==> config.mk <==
export PLATFORM = sky130hd
export DESIGN_NAME = keyed_ordered_list_store_top
export DESIGN_NICKNAME = d
export VERILOG_FILES = /design/src/rtl/kols_pkg.sv /design/src/rtl/kols_cell.sv /design/src/rtl/keyed_ordered_list_store_top.sv
export SDC_FILE = /design/constraint.sdc
export NUM_CORES = 2
export LEC_CHECK = 0
export ABC_AREA = 1
export BUFFER_PORTS_ARGS = -buffer_cell sky130_fd_sc_hd__buf_2
export CORE_ASPECT_RATIO = 1.5
export CORE_UTILIZATION = 25
export CTS_BUF_LIST = sky130_fd_sc_hd__clkbuf_16
export CTS_CLUSTER_DIAMETER = 120
export DETAILED_ROUTE_END_ITERATION = 7
export PLACE_DENSITY_LB_ADDON = 0.2
export RECOVER_POWER = 50
export SYNTH_ARGS = -nofsm -noshare
export SYNTH_HDL_FRONTEND = slang
export SYNTH_SLANG_ARGS = --single-unit
==> constraint.sdc <==
create_clock -name clock -period 9 [get_ports clock]
set_clock_uncertainty 0.15 [all_clocks]
set_input_delay 0.9 -clock clock [delete_from_list [all_inputs] [get_ports clock]]
set_output_delay 0.9 -clock clock [all_outputs]
set_load 0.01 [all_outputs]
==> src/rtl/kols_pkg.sv <==
// ----------------------------------------------------------------------------
// kols_pkg
// Shared types and constants for the keyed ordered list store.
// ----------------------------------------------------------------------------
package kols_pkg;

   localparam int KEY_W   = 32;
   localparam int DATA_W  = 32;
   localparam int COUNT_W = 5;

   typedef enum logic [1:0] {
      CMD_PUSH     = 2'd0,
      CMD_POP      = 2'd1,
      CMD_CONTAINS = 2'd2,
      CMD_REMOVE   = 2'd3
   } cmd_type;

   typedef struct packed {
      logic [KEY_W-1:0]  key;
      logic [DATA_W-1:0] payload;
   } entry_type;

   // per-beat control broadcast to every cell
   typedef struct packed {
      logic             push;
      logic             pop;
      logic             remove;
      logic [KEY_W-1:0] key;
   } ctl_type;

endpackage

==> src/rtl/kols_cell.sv <==
// ----------------------------------------------------------------------------
// kols_cell
// One slot of the list: holds a record, compares its key, and shifts toward
// the back on push or toward the front on pop and on remove at or behind a match.
// ----------------------------------------------------------------------------
module kols_cell (
   input  logic                clock,
   input  kols_pkg::ctl_type   ctl,
   input  logic                occupied,
   input  kols_pkg::entry_type left_entry,
   input  kols_pkg::entry_type right_entry,
   input  logic                hit_before,
   output logic                hit_through,
   output kols_pkg::entry_type entry_ff,
   output kols_pkg::entry_type entry_in
);

   logic hit;
   logic shift_front;

   assign hit         = occupied && (entry_ff.key == ctl.key);
   assign hit_through = hit_before || hit;
   assign shift_front = ctl.pop || (ctl.remove && hit_through);

   always_comb begin
      if (ctl.push) begin
         entry_in = left_entry;
      end else if (shift_front) begin
         entry_in = right_entry;
      end else begin
         entry_in = entry_ff;
      end
   end

   always_ff @(posedge clock) begin
      entry_ff <= entry_in;
   end

endmodule

==> src/rtl/keyed_ordered_list_store_top.sv <==
// ----------------------------------------------------------------------------
// keyed_ordered_list_store_top
// Ordered store of up to DEPTH key/payload records built as a row of cells.
// ----------------------------------------------------------------------------
// Each request beat is one command (push front, pop front, contains, remove
// first match) and yields exactly one response beat that reports the found
// and error flags, the record count and the front record after the command.
// One command completes per clock: every cell compares its key against the
// request in parallel and moves its record one slot locally, so a new request
// is taken every cycle as long as the response register is drained. Results
// are registered and appear in the cycle after acceptance. Records are not
// cleared at reset; only the count and the response valid flag are.
module keyed_ordered_list_store_top #(
   parameter int DEPTH = 16
) (
   input  logic        clock,
   input  logic        reset,
   input  logic        req_valid,
   output logic        req_ready,
   input  logic [1:0]  req_command,
   input  logic [31:0] req_key,
   input  logic [31:0] req_payload,
   output logic        rsp_valid,
   input  logic        rsp_ready,
   output logic        rsp_found,
   output logic        rsp_error,
   output logic        rsp_is_empty,
   output logic [4:0]  rsp_count,
   output logic [31:0] rsp_front_key,
   output logic [31:0] rsp_front_payload
);

   localparam int CW = $clog2(DEPTH + 1);

   kols_pkg::cmd_type   cmd;
   kols_pkg::ctl_type   ctl;
   kols_pkg::entry_type req_entry;
   kols_pkg::entry_type entry_ff [DEPTH];
   kols_pkg::entry_type entry_in [DEPTH];
   logic [DEPTH:0]      hit_chain;

   logic          req_fire;
   logic          full;
   logic          empty;
   logic          found;
   logic          error;
   logic [CW-1:0] count_ff, count_in;
   logic [CW+4:0] count_ext;

   logic                       rsp_valid_ff;
   logic                       found_ff;
   logic                       error_ff;
   logic                       is_empty_ff;
   logic [kols_pkg::COUNT_W-1:0] count_out_ff;
   kols_pkg::entry_type        front_ff;
   kols_pkg::entry_type        front_in;

   assign cmd       = kols_pkg::cmd_type'(req_command);
   assign req_ready = !rsp_valid_ff || rsp_ready;
   assign req_fire  = req_valid && req_ready;
   assign full      = (count_ff == CW'(DEPTH));
   assign empty     = (count_ff == '0);

   assign req_entry.key     = req_key;
   assign req_entry.payload = req_payload;

   assign hit_chain[0] = 1'b0;

   for (genvar i = 0; i < DEPTH; i++) begin : g_cell
      kols_pkg::entry_type left_entry;
      kols_pkg::entry_type right_entry;
      if (i == 0) begin : g_first
         assign left_entry = req_entry;
      end else begin : g_mid
         assign left_entry = entry_ff[i-1];
      end
      if (i == DEPTH - 1) begin : g_last
         assign right_entry = entry_ff[i];
      end else begin : g_notlast
         assign right_entry = entry_ff[i+1];
      end
      kols_cell u_cell (
         .clock       (clock),
         .ctl         (ctl),
         .occupied    (count_ff > CW'(i)),
         .left_entry  (left_entry),
         .right_entry (right_entry),
         .hit_before  (hit_chain[i]),
         .hit_through (hit_chain[i+1]),
         .entry_ff    (entry_ff[i]),
         .entry_in    (entry_in[i])
      );
   end

   always_comb begin
      ctl      = '0;
      ctl.key  = req_key;
      found    = 1'b0;
      error    = 1'b0;
      count_in = count_ff;
      unique case (cmd)
         kols_pkg::CMD_PUSH: begin
            error    = full;
            ctl.push = req_fire && !full;
            if (!full) count_in = count_ff + CW'(1);
         end
         kols_pkg::CMD_POP: begin
            error   = empty;
            ctl.pop = req_fire && !empty;
            if (!empty) count_in = count_ff - CW'(1);
         end
         kols_pkg::CMD_CONTAINS: begin
            found = hit_chain[DEPTH];
         end
         kols_pkg::CMD_REMOVE: begin
            found      = hit_chain[DEPTH];
            ctl.remove = req_fire;
            if (hit_chain[DEPTH]) count_in = count_ff - CW'(1);
         end
         default: begin
         end
      endcase
      front_in = (count_in == '0) ? '0 : entry_in[0];
   end

   assign count_ext = {5'd0, count_in};

   always_ff @(posedge clock) begin
      if (reset) begin
         count_ff     <= '0;
         rsp_valid_ff <= 1'b0;
      end else begin
         if (req_fire) begin
            count_ff     <= count_in;
            rsp_valid_ff <= 1'b1;
         end else if (rsp_ready) begin
            rsp_valid_ff <= 1'b0;
         end
      end
   end

   always_ff @(posedge clock) begin
      if (req_fire) begin
         found_ff     <= found;
         error_ff     <= error;
         is_empty_ff  <= (count_in == '0);
         count_out_ff <= count_ext[kols_pkg::COUNT_W-1:0];
         front_ff     <= front_in;
      end
   end

   assign rsp_valid         = rsp_valid_ff;
   assign rsp_found         = found_ff;
   assign rsp_error         = error_ff;
   assign rsp_is_empty      = is_empty_ff;
   assign rsp_count         = count_out_ff;
   assign rsp_front_key     = front_ff.key;
   assign rsp_front_payload = front_ff.payload;

   a_count_bound: assert property (@(posedge clock) disable iff (reset)
      count_ff <= CW'(DEPTH))
      else $error("record count exceeds depth");

   a_push_grows: assert property (@(posedge clock) disable iff (reset)
      req_fire && cmd == kols_pkg::CMD_PUSH && !full
      |=> count_ff == $past(count_ff) + CW'(1))
      else $error("push did not add a record");

   a_flags_exclusive: assert property (@(posedge clock) disable iff (reset)
      rsp_valid_ff |-> !(found_ff && error_ff))
      else $error("found and error both set");

   a_push_front: assert property (@(posedge clock) disable iff (reset)
      req_fire && cmd == kols_pkg::CMD_PUSH && !full
      |=> entry_ff[0].key == $past(req_key) && front_ff.key == $past(req_key))
      else $error("pushed record not at front");

   a_miss_holds: assert property (@(posedge clock) disable iff (reset)
      req_fire && cmd == kols_pkg::CMD_REMOVE && !hit_chain[DEPTH]
      |=> $stable(count_ff))
      else $error("remove of absent key changed count");

endmodule
==> results.cfg <==
[status]
status = finished, violations left
failed_checks = capacitance limit, slew limit

[critical_path]
maximum_fanout_along_the_worst_path = 40
ws_path_type = flip-flop to flip-flop
worstPathArrival_ns = 7.00
kind_of_end_point_of_the_critical_path = flip-flop
critPathLaunchType = flip-flop
worst_ep_required_time_ns = 9.23

[yosys]
synth.cell_area_um2 = 53230
dominant_combinational_cell_family_by_area_after_synthesis = simple AND/OR/NAND/NOR gates
synthesis.yosys.warnings = 0
yosys.area_share.simple = 0.1640
synthCells = 5576
synth_compound_area_frac = 0.1112
ys_seq_elements = 1102
synth_mux_area_frac = 0
syn_avg_cell_area_um2 = 9.546
synth-edff-count = 1032
xor_and_xnor_area_share_after_synthesis = 0.03241
post_synthesis_net_count = 5652
async_flop_share = 0
synth_adder_area_share = 0.001410
post_synth_num_cell_types = 46
synth.yosys.seq_area_share = 0.6085
postSynth.topFlopCell = edfxtp_1

[power_and_ir_drop]
power_report.internal_total_mw = 9.010
p_leak_nw = 23.07
clockPowerShare = 0.364
power_frac_seq = 0.502
cellPowerDensity_nw_per_um2 = 210.2
max_vdd_drop_mv = 0.1550
total_power_mw = 12.61
power.combinational.fraction = 0.134
switchingPower_mw = 3.600
switching_share = 0.2855

[global_route]
grt_max_degree = 260
grt_antenna_before_repair = 15
grt_pass1_wl_mm = 269.8
grt.overflow.total = 0
groute.layer.met2.usage = 0.2894
grt_usage = 0.1690
grtUsageMet1 = 0.2131
busiest_layer = met2
grt_pass1_vias = 38830
grtUsageMet3 = 0.01733

[clocking]
cts.clk_slew.worst_paths_ns = 0.06
clock_insertion_delay_worst_skew_ns = 0.76
cts.repair_timing.setup_buffer_count = 0
clock_tree.root_cell = clkbuf_16
cts_tree = built
cts_buffer_depth = 3
hold_buffers = 0
h-tree-depth = 3
numCtsBuffers = 106
numClockSinks = 1102
ctsResizeCount = 0

[sta]
drv_slew = 289
slew_margin_rel = -1.103
setup-violations-final = 0
timing.fmax_mhz = 147.8
final_hold_viol_count = 0
hold-worst-slack_ns = 0.2029
period_minus_slack_ns = 6.766
setup_total_negative_slack_ns = 0
rsz0062_at_grt = false
worst-slew-pin-transition_ns = 3.154
period_share = 0.7518

[drt]
route.detailed.vias_per_inst = 4.627
drc_errors = 0
detail_route.wirelength_mm = 185.2
avgRoutedWirePerCell_um = 21.87
drt_iter0_drc = 3461
number_of_iterations_in_the_first_detailed_routing_pass = 8
ant_nets = 0
dr_total_vias = 39170

[placed_design]
dp_wirelength_mm = 123.5
gp_congestion = 0.9303
place.port_buffers = 143
post-place-cells = 8266

[die]
die_x_um = 378.8
io_pins = 144
coreArea_um2 = 211900
design.die.area_um2 = 214800
initial_core_util = 0.2512
die-height_um = 567.1
rows = 207

[flow_run]
timing.max_cap.violations = 7

[final_layout]
final_net_count = 5629
layout_cells_sized_above_1 = 0.06631
layout.cells.most_common = nand2_1
finish.cell_count_without_fillers = 8466
mostFrequentLayoutCells = 1616 x nand2_1, 1032 x edfxtp_1, 971 x o21ai_0, 766 x inv_1, 131 x nor2_1
layout-area-overhead-vs-synth_pct = 12.71

[min_path]
hold_path.class = input port to flip-flop
[final timing paths]
path	startpoint	to	slack (ns)	cells past startpoint
setup reg to reg	rsp_valid	g_cell[2].u_cell.entry_ff[4]	2.23	8
hold / removal	reset	rsp_valid	0.20	2
hold reg to reg	g_cell[14].u_cell.entry_ff[0]	g_cell[15].u_cell.entry_ff[0]	0.30	0
setup / recovery	rsp_valid	g_cell[2].u_cell.entry_ff[4]	2.23	8
[per-layer routing]
| layer | routed length (µm) | part of all wire | vias up |
|---|---|---|---|
| met5 | 28 | 0.00015 | - |
| met4 | 8866 | 0.048 | 6 |
| met3 | 8556 | 0.046 | 299 |
| met2 | 90770 | 0.49 | 1147 |
| met1 | 76970 | 0.42 | 19260 |
| li1 | - | - | 18460 |
[logic make-up (layout without fill, tap and decap cells)]
kind of cell / count (synthesis) / after routing
AO/OA/AOI/OAI: 1127 / 1127
buffers and inverters: 1088 / 1152
flip-flops: 1102 / 1102
other: 0 / 5
AND/OR/NAND/NOR: 2056 / 2056
XOR/XNOR: 197 / 197
adder cells (fa/ha/maj): 6 / 6
[through the flow]
step,instance area [µm²],setup slack (ns),util
after floorplan,53230,1.431,-
after global placement,56670,2.866,0.2675
after detailed placement,56670,2.877,0.2675
after CTS,60110,3.681,0.2837
after global routing,59990,1.878,0.2832
final,60000,2.234,0.2832
[sequential cells by signal, indices dropped and copies added (netlist names)]
register                flops
rsp_count                   5
g_cell.u_cell.entry_ff   1024
rsp_front_payload          32
rsp_front_key              32
rsp_is_empty                1
rsp_found                   1
rsp_valid                   1
rsp_error                   1
count_ff                    5
[power groups by stage]
stage | combinational, mW | clock [mW] | sequential, mW
6_report | 1.69 | 4.59 | 6.33
5_1_grt | 1.86 | 4.86 | 6.37
4_1_cts | 1.72 | 4.72 | 6.32
3_5_place_dp | 1.71 | 0 | 6.43
3_3_place_gp | 1.70 | 0 | 6.43
2_1_floorplan | 1.03 | 0 | 6.40
[area by class of cell]
| type | count | area [µm²] |
|---|---|---|
| fill | 22640 | 151900 |
| sequential | 1102 | 32390 |
| multi-input combinational | 3386 | 16670 |
| tap | 2821 | 3530 |
| inverter | 770 | 2912 |
| clock buffer | 106 | 2653 |
| timing repair buffer | 187 | 1046 |
| clock inverter | 89 | 783.3 |
| antenna | 5 | 12.51 |
[worst max-delay path, stage by stage, from the launching register on]
cell and delay (ns):
dfxtp_1 0.33, nand2_1 0.08, nand2_1 0.22, clkinvlp_2 1.53, nand2_1 0.43, clkbuf_1 1.99, o21ai_4 0.68, buf_4 0.50
buf_4 0.40
[cell usage after synthesis, types with 3 or more instances]
cell | number | share of area
ha_1 | 6 | 0.0014
o21ai_0 | 976 | 0.092
nor4_1 | 40 | 0.0047
nand2_1 | 1625 | 0.11
o21ai_1 | 8 | 0.00075
nor3_1 | 20 | 0.0019
inv_2 | 27 | 0.0019
xor2_1 | 113 | 0.019
nor2_4 | 55 | 0.012
xnor2_1 | 84 | 0.014
buf_12 | 6 | 0.0023
inv_4 | 4 | 0.00047
a21oi_1 | 30 | 0.0028
buf_6 | 5 | 0.0011
nand3_1 | 41 | 0.0039
o2111ai_1 | 12 | 0.0020
a221oi_1 | 3 | 0.00049
buf_1 | 5 | 0.00035
o22ai_1 | 19 | 0.0022
buf_4 | 22 | 0.0031
buf_2 | 57 | 0.0054
or2_2 | 5 | 0.00059
nand2_2 | 8 | 0.00094
edfxtp_1 | 1032 | 0.58
a31oi_1 | 4 | 0.00047
inv_1 | 735 | 0.052
nor2_1 | 130 | 0.0092
dfxtp_1 | 70 | 0.026
nor2_2 | 3 | 0.00035
clkbuf_1 | 223 | 0.016
nand4_1 | 119 | 0.014
o211ai_1 | 68 | 0.0096
nand3_2 | 3 | 0.00056
No activity file was read; power rests on OpenSTA's default activity.
